--- config.mk ---
export PLATFORM = sky130hd
export DESIGN_NAME = bfiq_hash
export DESIGN_NICKNAME = d
export VERILOG_FILES = /design/src/hw/rtl/bfiq_pkg.sv /design/src/hw/rtl/bfiq_hash.sv
export SDC_FILE = /design/constraint.sdc
export NUM_CORES = 2
export LEC_CHECK = 0
export BUFFER_PORTS_ARGS = -buffer_cell sky130_fd_sc_hd__buf_2
export CORE_MARGIN = 5
export CORE_UTILIZATION = 50
export DETAILED_ROUTE_END_ITERATION = 10
export PLACE_DENSITY = 0.63
export SYNTH_ARGS = -nofsm -noshare
export SYNTH_HDL_FRONTEND = slang
export SYNTH_SLANG_ARGS = --single-unit
--- constraint.sdc ---
create_clock -name i_clk -period 13.7 [get_ports i_clk]
set_input_delay 2.74 -clock i_clk [delete_from_list [all_inputs] [get_ports i_clk]]
set_output_delay 2.74 -clock i_clk [all_outputs]
set_load 0.005 [all_outputs]
--- src/hw/rtl/bfiq_pkg.sv ---
// Shared types and constants for the Bloom filter insert/query unit.
// Holds the hash salts, mixing constants, register indexes and the control state type.
// No dependencies.
package bfiq_pkg;

    localparam int KEY_W     = 64;
    localparam int NUM_SALTS = 7;
    localparam int DIV_W     = 11;

    localparam logic [63:0] MIX_C1 = 64'hbf58476d1ce4e5b9;
    localparam logic [63:0] MIX_C2 = 64'h94d049bb133111eb;

    localparam logic REG_WORD_COUNT = 1'b0;
    localparam logic REG_NUM_HASHES = 1'b1;

    localparam logic MODE_ADD   = 1'b0;
    localparam logic MODE_QUERY = 1'b1;

    typedef enum logic [2:0] {
        S_CLEAR,
        S_IDLE,
        S_HASH,
        S_MOD,
        S_READ,
        S_UPDATE,
        S_RESULT
    } t_state;

    function automatic logic [63:0] probe_salt(input logic [2:0] probe);
        logic [63:0] salt;
        case (probe)
            3'd0:    salt = 64'h9e3779b97f4a7c15;
            3'd1:    salt = 64'hbf58476d1ce4e5b9;
            3'd2:    salt = 64'h94d049bb133111eb;
            3'd3:    salt = 64'hff51afd7ed558ccd;
            3'd4:    salt = 64'hc4ceb9fe1a85ec53;
            3'd5:    salt = 64'h85ebca77c2b2ae63;
            3'd6:    salt = 64'hcc9e2d51a4093822;
            default: salt = '0;
        endcase
        return salt;
    endfunction

endpackage

--- src/hw/rtl/bfiq_hash.sv ---
// Salted 64-bit mixing hash for one probe, computed iteratively.
// Uses one shared 32x32 multiplier; depends on bfiq_pkg.
module bfiq_hash (
    input  logic                  i_clk,
    input  logic                  i_rst_n,
    input  logic                  i_start,
    input  logic [2:0]            i_probe,
    input  logic [bfiq_pkg::KEY_W-1:0] i_key,
    output logic                  o_done,
    output logic [bfiq_pkg::KEY_W-1:0] o_hash
);
    import bfiq_pkg::*;

    logic [63:0] r_z, n_z;
    logic [63:0] r_acc, n_acc;
    logic [2:0]  r_step, n_step;
    logic        r_busy, n_busy;
    logic        r_done, n_done;
    logic [63:0] seed;
    logic [63:0] mul_c;
    logic [31:0] mul_a, mul_b;
    logic [63:0] prod;
    logic [31:0] sum_hi;
    logic [63:0] m;

    assign seed   = i_key ^ probe_salt(i_probe);
    assign mul_c  = (r_step < 3'd3) ? MIX_C1 : MIX_C2;
    assign prod   = {32'd0, mul_a} * {32'd0, mul_b};
    assign sum_hi = r_acc[63:32] + prod[31:0];
    assign m      = {sum_hi, r_acc[31:0]};

    always_comb begin
        mul_a  = r_z[31:0];
        mul_b  = mul_c[31:0];
        n_z    = r_z;
        n_acc  = r_acc;
        n_step = r_step;
        n_busy = r_busy;
        n_done = 1'b0;
        if (i_start) begin
            n_z    = seed ^ (seed >> 30);
            n_step = '0;
            n_busy = 1'b1;
        end else if (r_busy) begin
            n_step = r_step + 3'd1;
            case (r_step) inside
                3'd0, 3'd3: begin
                    n_acc = prod;
                end
                3'd1, 3'd4: begin
                    mul_b = mul_c[63:32];
                    n_acc = m;
                end
                3'd2: begin
                    mul_a = r_z[63:32];
                    n_z   = m ^ (m >> 27);
                end
                3'd5: begin
                    mul_a  = r_z[63:32];
                    n_z    = m ^ (m >> 31);
                    n_busy = 1'b0;
                    n_done = 1'b1;
                end
                default: begin
                    n_busy = 1'b0;
                end
            endcase
        end
    end

    always_ff @(posedge i_clk) begin
        if (!i_rst_n) begin
            r_busy <= 1'b0;
            r_done <= 1'b0;
            r_step <= '0;
        end else begin
            r_busy <= n_busy;
            r_done <= n_done;
            r_step <= n_step;
        end
    end

    always_ff @(posedge i_clk) begin
        r_z   <= n_z;
        r_acc <= n_acc;
    end

    assign o_done = r_done;
    assign o_hash = r_z;

endmodule

==> key figures <==
Synthesis
  • Cell count after synthesis: slightly above 4000
  • Syn Area/Cell: between 9 and 10 sq um
  • Post-synth top area share: between 40% and 50%
  • EDFF count, synth: 128
  • Async S/R FF share, synth: 0%
  • Yosys reg bits: 133
  • Yosys warning total: 0
  • Count leader, synth: inv_1
  • Syn Nets: 5322
  • Synth cell types: 72
  • Post-synthesis sequential area ratio: between 10% and 20%
  • Synth area leaders: fa_1 (42%), ha_1 (12%), edfxtp_1 (9.9%)
  • Post-synth top cells: inv_1 (915), fa_1 (819), ha_1 (377)
  • Cell area after synthesis: between 0.03 and 0.04 sq mm
  • Dominant synthesized flop cell: edfxtp_1
  • Largest area contributor in the netlist: fa_1

Run status
  • Status: completed

Clock tree
  • Clk buf depth: 2
  • Clock Tree Root: clkbuf_16
  • Clk sink count: about 130
  • Hold-fix buffers, CTS: 0
  • TritonCTS clock tree: yes
  • Inserted Clock Buffers: 17
  • Clk pin slew, worst setup/hold paths: 0.06 ns
  • Post-CTS sizing: 0
  • H-tree level count: 4
  • Postcts setup bufs: 0
  • Clock Latency Late Sink: roughly 0.44 ns

STA
  • Slew HR: about a third
  • Minimum clock period: between 10 and 15 ns
  • Hold Slack: approximately 0.63 ns
  • Unrepaired setup endpoints after global routing: false
  • Worst Tran Pin Value: around 1 ns
  • Setup TNS Final: 0 ns
  • FMAX: slightly below 0.08 GHz
  • Clk_skew: ~0.02 ns
  • Final hold vios: 0
  • Max Slew Vio Count: 0
  • Finish-stage setup viols: 0
  • Final Worst Setup Slack: 0.8080 ns
  • Tcrit/Tclk final: 94.10%

Worst setup path
  • CP Max Fanout: 20
  • R2R Setup Slk: around 1.8 ns
  • R2R Path End: o_hash[34]
  • Worst flop-to-flop path startpoint: r_step[0]
  • Startpoint class of the critical path: input pin
  • Crit Path Class: input pin to flop
  • Crit path max-delay cell type: o41ai_1
  • Worst R2R Path Depth: 38
  • Worst setup EP type: flop
  • Crit path required time: roughly 14 ns
  • Arr. time, crit path: 13.04 ns
  • Max stage delay on crit path: ~0.73 ns
  • Setup crit end: o_hash[34]
  • Crit. Startpoint: i_start
  • Most frequent CP cell: fa_1

Finish
  • Layout area overhead: 7.425%
  • Share of cells above drive strength 1: ~7.9%
  • Fillcell total: roughly 7200
  • Nets: 5437

GRT
  • Initial antenna violation count: 4
  • GRT overflow: 0
  • Overall Global Routing Usage: approximately 34%
  • Global-route wire length before repair: between 200000 and 250000 microns
  • Largest net degree at the start of global routing: ~90
  • Vias in the first global route: ~31000

Route
  • Initial DRC count: between 3000 and 4000
  • DRT Pass-1 Iters: 6
  • Detail Route Antenna Nets: 0
  • DRC: 0
  • DRT Wirelength: about 140000 microns
  • Via count: around 30000
  • Drt wl/cell: 26.48 microns
  • Vias per cell: about 5.7

Floorplan
  • Row cnt: a little over 100
  • IO Pins: 135
  • Die H: between 200 and 300 microns
  • Core box area: between 0.07 and 0.08 sq mm
  • Die area: around 0.083 sq mm
  • Width of the die: around 290 microns
  • Starting density of the core: 50.12%

Placement
  • I/O Buffers: 134
  • Detailed Place HPWL: roughly 120000 microns
  • GPL Wtd Cong: 1.003
  • Post-place setup slack: 0.5332 ns

Flow run
  • Max-cap viol count: 0

Hold path
  • Worst hold path type: flop to flop
==> worst max-delay path, delay by kind of cell <==
kind / cells / cell delay [ns]
compound gates: 7 / 2.03
xor+xnor: 1 / 0.22
fa+ha+maj: 10 / 4.81
buf+inv: 6 / 0.82
mux: 1 / 0.43
simple gates: 8 / 1.94
==> how the worst min path moves through the flow <==
| stage | start | to | slack, ns | cells past startpoint |
|---|---|---|---|---|
| after CTS | r_busy | r_step[2] | 0.63 | 2 |
| after detailed placement | r_busy | r_step[2] | 0.62 | 2 |
| final | r_acc[21] | o_hash[21] | 0.63 | 2 |
| after floorplan | r_step[1] | r_step[1] | 0.56 | 2 |
| after global placement | r_acc[15] | o_hash[15] | 0.61 | 2 |
| after global routing | r_acc[15] | o_hash[15] | 0.66 | 2 |
==> cell usage in the layout (no fill, tap or decap), types with 84 or more instances in the layout <==
cell / count
edfxtp_1: 128
buf_4: 91
buf_2: 133
fa_1: 819
xor2_1: 84
xnor2_1: 152
nor2_1: 372
inv_1: 915
a21oi_1: 213
ha_1: 377
o21ai_0: 129
nand2_1: 238
==> metal layers <==
| metal | global-route usage [%] | wire [microns] |
|---|---|---|
| met1 | 47.71 | 56240 |
| met2 | 51.74 | 61210 |
| met3 | 6.635 | 12530 |
| met4 | 15.45 | 8312 |
| met5 | 0 | 13 |
==> stage by stage <==
step	instances	area [sq um]	util, %
3_5_place_dp	5192	40870	53.02
5_1_grt	5223	41500	53.84
6_report	5224	41510	53.85
4_1_cts	5223	41500	53.84
2_1_floorplan	4056	38640	-
3_3_place_gp	5192	40870	53.02
==> logic make-up (layout without fill, tap and decap cells) <==
family                   after synthesis  count (layout)  synth area share (%)
multiplexers                          65              65                 1.813
flip-flops                           133             133                 10.21
AND/OR/NAND/NOR                      819             819                 9.035
adder cells (fa/ha/maj)             1196            1196                 54.64
XOR/XNOR                             237             237                 5.408
AO/OA/AOI/OAI                        537             537                 8.484
buffers and inverters               1069            1196                 10.41
other                                  0               1                     0
==> sequential cells by signal (all words and copies together) (netlist names) <==
register	flops
r_step	3
r_busy	1
r_acc	64
o_done	1
o_hash	64
==> cell type report <==
cell class | instances | area, sq um | share of cell area, %
timing repair buffer | 226 | 1389 | 3.346
clock buffer | 17 | 425.4 | 1.025
clock inverter | 14 | 209.0 | 0.5034
tap | 1040 | 1301 | 3.135
inverter | 939 | 3525 | 8.492
sequential | 133 | 3944 | 9.501
antenna | 1 | 2.502 | 0.006029
multi-input combinational | 2854 | 30710 | 73.99
Power is left out: the tool's default activity adds up to more than one toggle a clock period on the data nets, which glitch-free logic cannot reach.
