[src/hw/rtl/bfiq_pkg.sv]
// Shared types and constants for the Bloom filter insert/query unit.
// Holds the hash salts, mixing constants, register indexes and the control state type.
// No dependencies.
package bfiq_pkg;

    localparam int KEY_W     = 64;
    localparam int NUM_SALTS = 7;
    localparam int DIV_W     = 11;

    localparam logic [63:0] MIX_C1 = 64'hbf58476d1ce4e5b9;
    localparam logic [63:0] MIX_C2 = 64'h94d049bb133111eb;

    localparam logic REG_WORD_COUNT = 1'b0;
    localparam logic REG_NUM_HASHES = 1'b1;

    localparam logic MODE_ADD   = 1'b0;
    localparam logic MODE_QUERY = 1'b1;

    typedef enum logic [2:0] {
        S_CLEAR,
        S_IDLE,
        S_HASH,
        S_MOD,
        S_READ,
        S_UPDATE,
        S_RESULT
    } t_state;

    function automatic logic [63:0] probe_salt(input logic [2:0] probe);
        logic [63:0] salt;
        case (probe)
            3'd0:    salt = 64'h9e3779b97f4a7c15;
            3'd1:    salt = 64'hbf58476d1ce4e5b9;
            3'd2:    salt = 64'h94d049bb133111eb;
            3'd3:    salt = 64'hff51afd7ed558ccd;
            3'd4:    salt = 64'hc4ceb9fe1a85ec53;
            3'd5:    salt = 64'h85ebca77c2b2ae63;
            3'd6:    salt = 64'hcc9e2d51a4093822;
            default: salt = '0;
        endcase
        return salt;
    endfunction

endpackage

[src/hw/rtl/bfiq_mod.sv]
// Iterative remainder unit: 64-bit dividend modulo an 11-bit divisor, eight bits a cycle.
// Depends on bfiq_pkg.
module bfiq_mod (
    input  logic                       i_clk,
    input  logic                       i_rst_n,
    input  logic                       i_start,
    input  logic [63:0]                i_dividend,
    input  logic [bfiq_pkg::DIV_W-1:0] i_divisor,
    output logic                       o_done,
    output logic [bfiq_pkg::DIV_W-1:0] o_rem
);
    import bfiq_pkg::*;

    logic [63:0]      r_num, n_num;
    logic [DIV_W-1:0] r_rem, n_rem;
    logic [DIV_W-1:0] r_div;
    logic [2:0]       r_cnt, n_cnt;
    logic             r_busy, n_busy;
    logic             r_done, n_done;

    always_comb begin
        logic [DIV_W:0] t;
        t      = '0;
        n_num  = r_num;
        n_rem  = r_rem;
        n_cnt  = r_cnt;
        n_busy = r_busy;
        n_done = 1'b0;
        if (i_start) begin
            n_num  = i_dividend;
            n_rem  = '0;
            n_cnt  = '0;
            n_busy = 1'b1;
        end else if (r_busy) begin
            for (int i = 0; i < 8; i++) begin
                t     = {n_rem, n_num[63]};
                n_num = n_num << 1;
                if (t >= {1'b0, r_div}) begin
                    t = t - {1'b0, r_div};
                end
                n_rem = t[DIV_W-1:0];
            end
            n_cnt = r_cnt + 3'd1;
            if (r_cnt == 3'd7) begin
                n_busy = 1'b0;
                n_done = 1'b1;
            end
        end
    end

    always_ff @(posedge i_clk) begin
        if (!i_rst_n) begin
            r_busy <= 1'b0;
            r_done <= 1'b0;
            r_cnt  <= '0;
        end else begin
            r_busy <= n_busy;
            r_done <= n_done;
            r_cnt  <= n_cnt;
        end
    end

    always_ff @(posedge i_clk) begin
        r_num <= n_num;
        r_rem <= n_rem;
        if (i_start) begin
            r_div <= i_divisor;
        end
    end

    assign o_done = r_done;
    assign o_rem  = r_rem;

endmodule

[config.mk]
export PLATFORM = sky130hd
export DESIGN_NAME = bfiq_mod
export DESIGN_NICKNAME = d
export VERILOG_FILES = /design/src/hw/rtl/bfiq_pkg.sv /design/src/hw/rtl/bfiq_mod.sv
export SDC_FILE = /design/constraint.sdc
export NUM_CORES = 1
export LEC_CHECK = 0
export BUFFER_PORTS_ARGS = -buffer_cell sky130_fd_sc_hd__buf_2
export CAP_MARGIN = 20
export CELL_PAD_IN_SITES_DETAIL_PLACEMENT = 0
export CELL_PAD_IN_SITES_GLOBAL_PLACEMENT = 1
export CORE_AREA = 10 10 142 144
export DETAILED_ROUTE_END_ITERATION = 12
export DIE_AREA = 0 0 152 154
export PLACE_DENSITY = 0.85
export SLEW_MARGIN = 20
export SYNTH_ARGS = -nofsm -noshare
export SYNTH_HDL_FRONTEND = slang
export SYNTH_SLANG_ARGS = --single-unit
[constraint.sdc]
create_clock -name i_clk -period 58.8 [get_ports i_clk]
set_clock_uncertainty 0.2 [all_clocks]
set_input_delay 5.88 -clock i_clk [delete_from_list [all_inputs] [get_ports i_clk]]
set_output_delay 5.88 -clock i_clk [all_outputs]
set_load 0.02 [all_outputs]
==> reports/qor.txt, run 1 <==
Status - finished clean
Sink Count - 91
# IOs - 90
Die Width - 152 um
Router iterations before antenna repair - 5
Final Hold Vio Count - 0
Hold_buf cts - 0
CP dominant cell by count - a21oi_1
Min-delay src - o_rem[10]$_SDFFE_PP0P_
Area of the core - 0.0172 mm2
WS Path Type - flip-flop to flip-flop
Final period util - 37.3%
CP Launch Type - flip-flop
CP Max Fanout - 16
Slew @ Worst Pin - 0.984 ns
TritonCTS clock tree - done
Clock transition at path regs - 0.07 ns
Vias in the first global route - 7111
R2R cell count - 77
Post-synth ARST share - 0%
Routed via count - 7131
Deepest clock path buffer count - 2
WL/cell - 19.0 um
Post-layout net count - 1144
FF-to-FF setup slack - 36.88 ns
Clock Tree Root - clkbuf_16
Final Critical Period - 21.92 ns
CTS-repair resized insts - 0
RSZ-0062 raised after global routing - false
Slew Limit Fails - 0
Yosys reg bits - 91
Yosys cell types - 68
Num rows - 48
Reg-to-Reg Start - r_div[0]$_DFFE_PP_
WP data required - 58.87 ns
Starting density of the core - 50.8%
Worst path max stage delay - 0.65 ns
Total gr overflow - 0
# DRC - 0
Share of cells above drive strength 1 - 24.7%
Num CTS Buffers - 9
Post-synthesis sequential area ratio - 29.5%
Routed Antenna Nets - 0
Buf+Inv Stages, Crit Path - 3
Crit path max-delay cell type - a2111oi_0
FMAX - 0.0456 GHz
Hold endpoint - o_rem[10]$_SDFFE_PP0P_
Max-Cap Viols - 0
WP depth - 77
Cell family with most CP delay - compound AO/OA/AOI/OAI gates
Syn_nets - 1059
Crit end category - flip-flop
Crit path DAT - 21.98 ns
R2R Path End - o_rem[0]$_SDFFE_PP0P_
First-pass GRT wire length - 36.7 mm
Total number of yosys warnings - 0
GR Util All Layers - 18.9%
DP HPWL - 17.6 mm
Largest net degree at the start of global routing - 86
Clk Latency, worst-skew pair - 0.34 ns
Syn-to-layout area delta - 11.3%
Cells after synthesis - 883
Chip Height - 154 um
DR vias/cell - 5.94
DR iter-0 viols - 528
Mean post-synth cell area - 9.87 um2
WL final - 22.8 mm
Mapped Area - 0.00872 mm2
Setup tns final - 0 ns
Hold depth - 2
H-tree depth - 3
Max_slew headroom - 34.4%
Setup Slack @ Placement - 36.89 ns
Initial antenna violation count - 9
Most used DFF post-synth - edfxtp_1
I/O Buffers - 89
Placer Congestion - 0.947
Die area - 0.0234 mm2
Post-synth EDFFs - 75
Final Worst Setup Slack - 36.88 ns
Final setup viols - 0
Post-CTS setup buffers - 0
Hold Crit Class - flip-flop to flip-flop
==> through the flow <==
stage               instance area (um2)  hold WS [ns]  instances  utilization (%)
floorplan                          8720         0.265        883                -
global placement                   9370         0.257       1181             54.6
detailed placement                 9370         0.287       1181             54.6
CTS                                9690         0.298       1197             56.4
global route                       9700         0.328       1200             56.5
finish                             9700         0.291       1201             56.5
==> cell families (layout without fill, tap and decap cells) <==
family,after synthesis,count (layout),share of synthesized area [%]
AND/OR/NAND/NOR,217,217,12.2
AO/OA/AOI/OAI,211,211,17.3
multiplexers,131,131,16.8
adder cells (fa/ha/maj),98,98,14.8
flip-flops,91,91,29.5
buffers and inverters,80,170,3.83
XOR/XNOR,55,55,5.53
other,0,3,0
==> layer usage <==
layer / vias up / share of wire [%] / GRT usage [%]
met2: 251 / 45 / 30.5
met5: - / 0.19 / 0
met4: 6 / 4.0 / 8.57
li1: 3497 / - / -
met3: 69 / 7.8 / 5.89
met1: 3308 / 43 / 22.7
==> synthesized netlist by cell type, types with 21 or more instances <==
cell	n	area [um2]
mux2i_1	21	210
a21oi_1	52	260
nor2_1	69	259
mux2_2	105	1180
xnor2_1	32	280
ha_1	90	1130
nand2_1	43	161
inv_1	61	229
nor3_1	23	115
xor2_1	23	201
edfxtp_1	75	2250
o21ai_0	32	160
==> worst max path at each step <==
stage                                  end               start  slack, ns
floorplan            o_rem[2]$_SDFFE_PP0P_  r_div[0]$_DFFE_PP_      40.20
global route         o_rem[5]$_SDFFE_PP0P_  r_div[1]$_DFFE_PP_      35.01
CTS                 o_rem[10]$_SDFFE_PP0P_  r_div[0]$_DFFE_PP_      36.80
global placement     o_rem[0]$_SDFFE_PP0P_  r_div[0]$_DFFE_PP_      37.38
detailed placement  o_rem[10]$_SDFFE_PP0P_  r_div[0]$_DFFE_PP_      36.89
finish               o_rem[0]$_SDFFE_PP0P_  r_div[0]$_DFFE_PP_      36.88
==> state kept, by name, summed over array words and instances, names as in the netlist <==
register and flops:
r_busy 1, o_done 1, r_num 64, o_rem 11, r_div 11, r_cnt 3
==> placed cells by master, fill, tap and decap left out, types with 6 or more instances in the layout <==
cell	count
and2_1	13
o21a_1	11
edfxtp_1	75
fa_1	8
xnor2_1	32
a21o_1	18
mux2_2	105
o21ai_0	32
nand3_1	14
dfxtp_1	16
nor2b_1	9
clkbuf_16	9
o21bai_1	7
nor3_1	23
o31ai_1	6
mux2i_1	21
a21oi_1	52
inv_1	60
ha_1	90
a211oi_1	15
nor2_1	69
buf_2	88
xor2_1	23
nand2b_1	8
o211ai_1	12
a21boi_0	7
nand4_1	13
nand2_1	43
==> final cells by class <==
type	instances	area [um2]
Clock inverter	7	92.6
Antenna cell	3	7.51
Sequential cell	91	2570
Inverter	61	229
Fill cell	1528	7470
Tap cell	225	282
Multi-Input combinational cell	712	5820
Timing Repair Buffer	93	478
Clock buffer	9	225
==> worst min-delay path: stages (launching register included) <==
cell	delay, ns
dfxtp_1	0.33
nand2_1	0.06
o21ai_1	0.05
Power of run 1 is not shown: default switching activity piles up to over one toggle a cycle in this logic, so the estimate is an artifact.
==> run 2: changes to the inputs <==
--- a/config.mk
+++ b/config.mk
@@ -5,14 +5,15 @@
 export SDC_FILE = /design/constraint.sdc
 export NUM_CORES = 1
 export LEC_CHECK = 0
+export ABC_AREA = 1
 export BUFFER_PORTS_ARGS = -buffer_cell sky130_fd_sc_hd__buf_2
 export CAP_MARGIN = 20
 export CELL_PAD_IN_SITES_DETAIL_PLACEMENT = 0
 export CELL_PAD_IN_SITES_GLOBAL_PLACEMENT = 1
-export CORE_AREA = 10 10 142 144
+export CORE_AREA = 10 10 154 156
 export DETAILED_ROUTE_END_ITERATION = 12
-export DIE_AREA = 0 0 152 154
-export PLACE_DENSITY = 0.85
+export DIE_AREA = 0 0 164 166
+export PLACE_DENSITY = 0.8
 export SLEW_MARGIN = 20
 export SYNTH_ARGS = -nofsm -noshare
 export SYNTH_HDL_FRONTEND = slang
==> constraint.sdc (replaced) <==
create_clock -name i_clk -period 21.1 [get_ports i_clk]
set_clock_uncertainty 0.2 [all_clocks]
set_input_delay 2.11 -clock i_clk [delete_from_list [all_inputs] [get_ports i_clk]]
set_output_delay 2.11 -clock i_clk [all_outputs]
set_load 0.02 [all_outputs]
==> reports/qor.txt, run 2 <==
Num CTS Buffers - 9
WL final - 24.9 mm
Starting density of the core - 43.4%
Num rows - 53
Setup Slack @ Placement - 4.56 ns
Area of the core - 0.0207 mm2
Crit end category - flip-flop
CP dominant cell by count - nand2_1
Most used DFF post-synth - edfxtp_1
Final Hold Vio Count - 0
First-pass GRT wire length - 39.3 mm
Placed cell area - 0.00962 mm2
RSZ-0062 raised after global routing - false
Min-delay src - r_cnt[1]$_SDFFE_PP0P_
Hold endpoint - r_cnt[1]$_SDFFE_PP0P_
Yosys cell types - 50
CP Max Fanout - 20
Setup tns final - 0 ns
Hold_buf cts - 0
Hold depth - 2
Placer Congestion - 0.945
Clk Latency, worst-skew pair - 0.36 ns
CP Launch Type - flip-flop
Post-CTS setup buffers - 0
Clock transition at path regs - 0.07 ns
Chip Height - 166 um
GR Util All Layers - 17.9%
DR vias/cell - 4.97
Post-layout net count - 1502
Sink Count - 91
H-tree depth - 3
Post-synth ARST share - 0%
Mean post-synth cell area - 7.17 um2
Slew Limit Fails - 0
Mapped Area - 0.00898 mm2
Clock Tree Root - clkbuf_16
Routed via count - 7980
Post-synth EDFFs - 75
Die Width - 164 um
I/O Buffers - 89
Crit path DAT - 16.69 ns
Post-synth top area share - 25.1%
Worst path max stage delay - 0.62 ns
Most common cell after layout, fill and taps aside - nand2_1
Max FFs per register - 64
Yosys reg bits - 91
Antenna diode count - 0
R2R cell count - 104
FF-to-FF setup slack - 4.45 ns
Max-Cap Viols - 0
Cells after synthesis - 1252
Fin cells - 1606
# IOs - 90
DP HPWL - 19.3 mm
Syn_nets - 1428
Share of cells above drive strength 1 - 13.0%
Final Critical Period - 16.65 ns
Status - finished clean
Cell family with most CP delay - simple AND/OR/NAND/NOR gates
Most flops, register - r_num
TritonCTS clock tree - done
Buf+Inv Stages, Crit Path - 14
Yosys top cell by area - edfxtp_1
Max_slew headroom - 33.9%
Placed cells - 1590
Hold Crit Class - flip-flop to flip-flop
Routed Antenna Nets - 0
Total gr overflow - 0
Syn-to-layout area delta - 10.2%
Count leader, synth - nand2_1
Reg-to-Reg Start - r_div[1]$_DFFE_PP_
R2R Path End - o_rem[2]$_SDFFE_PP0P_
Crit path max-delay cell type - inv_1
Final period util - 78.9%
WP data required - 21.14 ns
Final Instance Area - 0.00989 mm2
Deepest clock path buffer count - 2
FMAX - 0.0600 GHz
WS Path Type - flip-flop to flip-flop
Initial antenna violation count - 2
WL/cell - 15.5 um
Total number of yosys warnings - 0
Slew @ Worst Pin - 0.988 ns
DR iter-0 viols - 350
# DRC - 0
Final setup viols - 0
Largest net degree at the start of global routing - 65
Final Worst Setup Slack - 4.45 ns
Vias in the first global route - 7642
Post-synthesis sequential area ratio - 28.7%
Most frequent cells in the layout - nand2_1, inv_1, ha_1, buf_2, nand3_1
CTS-repair resized insts - 0
Router iterations before antenna repair - 5
Top post-synthesis cells by area - edfxtp_1, nand2_1, ha_1
Top post-synthesis cells by count - nand2_1, inv_1, ha_1
Die area - 0.0272 mm2
## run 2: cell count changes in the layout (fill, tap and decap cells not counted), moves of 19 or more
cell and delta:
nand2_1 +402, nand3_1 +71, inv_1 +111, nand2_2 +26
mux2i_1 -20, mux2_2 -105, nor3_1 -19, nor2_1 -28
## run 2: layout make-up
type / instances / area, um2
multi-input cells: 952 / 5540
well taps: 275 / 344
flip-flops and latches: 91 / 2570
inverters: 177 / 667
clock buffers: 10 / 229
fillers: 2145 / 10800
repair buffers: 95 / 490
clock inverters: 6 / 47.5
## run 2: per-layer routing
metal | global-route usage, % | part of all wire (%) | up-vias
met5 | 0 | 0.072 | -
met4 | 5.17 | 2.0 | 4
met3 | 4.26 | 6.2 | 31
met2 | 28.8 | 46 | 182
met1 | 23.4 | 46 | 3555
li1 | - | - | 4208
## run 2: per-stage QoR
| stage | utilization, % | hold slack (ns) |
|---|---|---|
| 4_1_cts | 47.8 | 0.274 |
| 2_1_floorplan | - | 0.241 |
| 3_3_place_gp | 46.5 | 0.257 |
| 5_1_grt | 47.8 | 0.297 |
| 3_5_place_dp | 46.5 | 0.264 |
| 6_report | 47.8 | 0.270 |
## run 2: worst max-delay path by stage
stage / start / to / slack, ns / cells after the start
6_report: r_div[1]$_DFFE_PP_ / o_rem[2]$_SDFFE_PP0P_ / 4.45 / 104
5_1_grt: r_div[1]$_DFFE_PP_ / o_rem[4]$_SDFFE_PP0P_ / 2.59 / 104
4_1_cts: r_div[1]$_DFFE_PP_ / o_rem[2]$_SDFFE_PP0P_ / 4.48 / 104
3_5_place_dp: r_div[1]$_DFFE_PP_ / o_rem[2]$_SDFFE_PP0P_ / 4.56 / 104
3_3_place_gp: r_div[1]$_DFFE_PP_ / o_rem[8]$_SDFFE_PP0P_ / 4.71 / 105
2_1_floorplan: r_div[0]$_DFFE_PP_ / o_rem[4]$_SDFFE_PP0P_ / 6.28 / 110
## run 2: worst min-delay path: cells and delay by family (launching register included)
kind               cells  cell delay (ns)
AOI/OAI and AO/OA      1             0.05
DFF                    1             0.31
and+or+nand+nor        1             0.06
## run 2: cells by family (layout without fill, tap and decap cells)
logic type,count (synthesis),after routing,synth area share [%]
XOR/XNOR,66,66,6.44
AO/OA/AOI/OAI,127,127,7.88
multiplexers,1,1,0.112
flip-flops,91,91,28.7
AND/OR/NAND/NOR,660,660,33.0
buffers and inverters,209,288,9.60
adder cells (fa/ha/maj),98,98,14.3
Power of run 2 is left out for the same reason.
==> run 3: changes to the inputs <==
==> constraint.sdc (replaced) <==
create_clock -name i_clk -period 16.4 [get_ports i_clk]
set_clock_uncertainty 0.2 [all_clocks]
set_input_delay 1.64 -clock i_clk [delete_from_list [all_inputs] [get_ports i_clk]]
set_output_delay 1.64 -clock i_clk [all_outputs]
set_load 0.02 [all_outputs]
==> reports/qor.txt, run 3 (synthesis results as in run 2) <==
Routed via count - 8123
CP dominant cell by count - nand2_1
Chip Height - 166 um
Num rows - 53
Syn-to-layout area delta - 13.7%
DR iter-0 viols - 379
Clock Tree Root - clkbuf_16
Final Hold Vio Count - 0
Final setup viols - 0
Hold Crit Class - flip-flop to flip-flop
Initial antenna violation count - 1
WL/cell - 15.4 um
Setup Slack @ Placement - 0.237 ns
Status - finished clean
Share of cells above drive strength 1 - 16.0%
Num CTS Buffers - 9
Placer Congestion - 0.889
First-pass GRT wire length - 39.8 mm
Die Width - 164 um
Final Worst Setup Slack - 1.52 ns
Final Critical Period - 14.88 ns
Reg-to-Reg Start - r_div[0]$_DFFE_PP_
Total gr overflow - 0
Sink Count - 91
GR Util All Layers - 18.0%
Vias in the first global route - 7809
Max FFs per register - 64
FF-to-FF setup slack - 1.52 ns
Crit end category - flip-flop
TritonCTS clock tree - done
Clock transition at path regs - 0.07 ns
CP Launch Type - flip-flop
Cell family with most CP delay - simple AND/OR/NAND/NOR gates
R2R cell count - 101
WL final - 25.2 mm
Deepest clock path buffer count - 2
Slew @ Worst Pin - 1.00 ns
WP data required - 16.49 ns
WS Path Type - flip-flop to flip-flop
Hold_buf cts - 0
Slew Limit Fails - 0
Hold endpoint - r_cnt[2]$_SDFFE_PP0P_
Fin cells - 1630
# IOs - 90
CP Max Fanout - 17
Largest net degree at the start of global routing - 65
Die area - 0.0272 mm2
Buf+Inv Stages, Crit Path - 14
Starting density of the core - 43.4%
R2R Path End - o_rem[7]$_SDFFE_PP0P_
Crit path DAT - 14.97 ns
H-tree depth - 3
Max_slew headroom - 33.1%
Final period util - 90.7%
Setup tns final - 0 ns
Post-layout net count - 1524
Min-delay src - r_cnt[2]$_SDFFE_PP0P_
Clk Latency, worst-skew pair - 0.35 ns
Router iterations before antenna repair - 7
Area of the core - 0.0207 mm2
Routed Antenna Nets - 0
Placed cells - 1600
# DRC - 0
FMAX - 0.0672 GHz
Fin util - 49.3%
Max-Cap Viols - 0
Hold depth - 2
DR vias/cell - 4.98
Most common cell after layout, fill and taps aside - nand2_1
I/O Buffers - 89
DP HPWL - 19.7 mm
Most frequent cells in the layout - nand2_1, inv_1, buf_2, ha_1, nand3_1
Crit path max-delay cell type - or4_1
Most flops, register - r_num
Worst path max stage delay - 0.51 ns
[run 3: tightest hold or removal path, stage by stage, from the launching register on]
cell     delay [ns]
dfxtp_1        0.32
nand2_1        0.07
a21oi_1        0.05
[run 3: how the worst max path moves through the flow]
stage,startpoint,endpoint,slack [ns],cells after the start
3_5_place_dp,r_div[0]$_DFFE_PP_,o_rem[10]$_SDFFE_PP0P_,0.24,103
4_1_cts,r_div[0]$_DFFE_PP_,o_rem[10]$_SDFFE_PP0P_,0.16,103
6_report,r_div[0]$_DFFE_PP_,o_rem[7]$_SDFFE_PP0P_,1.52,101
3_3_place_gp,r_div[0]$_DFFE_PP_,o_rem[10]$_SDFFE_PP0P_,0.40,103
2_1_floorplan,r_div[0]$_DFFE_PP_,o_rem[4]$_SDFFE_PP0P_,1.58,110
5_1_grt,r_div[0]$_DFFE_PP_,o_rem[7]$_SDFFE_PP0P_,-0.01,106
[run 3: timing repair]
action,4_1_cts,5_1_grt
buffers inserted,0,8
setup endpoints to repair,0,11
gates resized for setup,0,36
[run 3: layout make-up]
| cell class | instances | area [um2] |
|---|---|---|
| Fill cell | 2185 | 10500 |
| Sequential cell | 91 | 2570 |
| Inverter | 177 | 667 |
| Clock inverter | 5 | 40.0 |
| Tap cell | 275 | 344 |
| Multi-Input combinational cell | 956 | 5680 |
| Clock buffer | 11 | 264 |
| Timing Repair Buffer | 113 | 626 |
| Antenna cell | 2 | 5.00 |
[run 3: stage by stage]
stage | hold slack, ns | cell area [um2]
after floorplan | 0.241 | 8980
after global placement | 0.256 | 9690
after detailed placement | 0.268 | 9690
after CTS | 0.278 | 9990
after global routing | 0.297 | 10200
final | 0.276 | 10200
[run 3: per-layer routing]
metal  wire [um]  GRT usage (%)  vias up  part of all wire, %
li1            -              -     4259                    -
met1       11700           23.5     3666                   47
met2       11500           28.6      161                   46
met3        1260           3.92       37                  5.0
met4         630           6.06        0                  2.5
met5           0              0        -                    0
Power of run 3 is left out for the same reason.
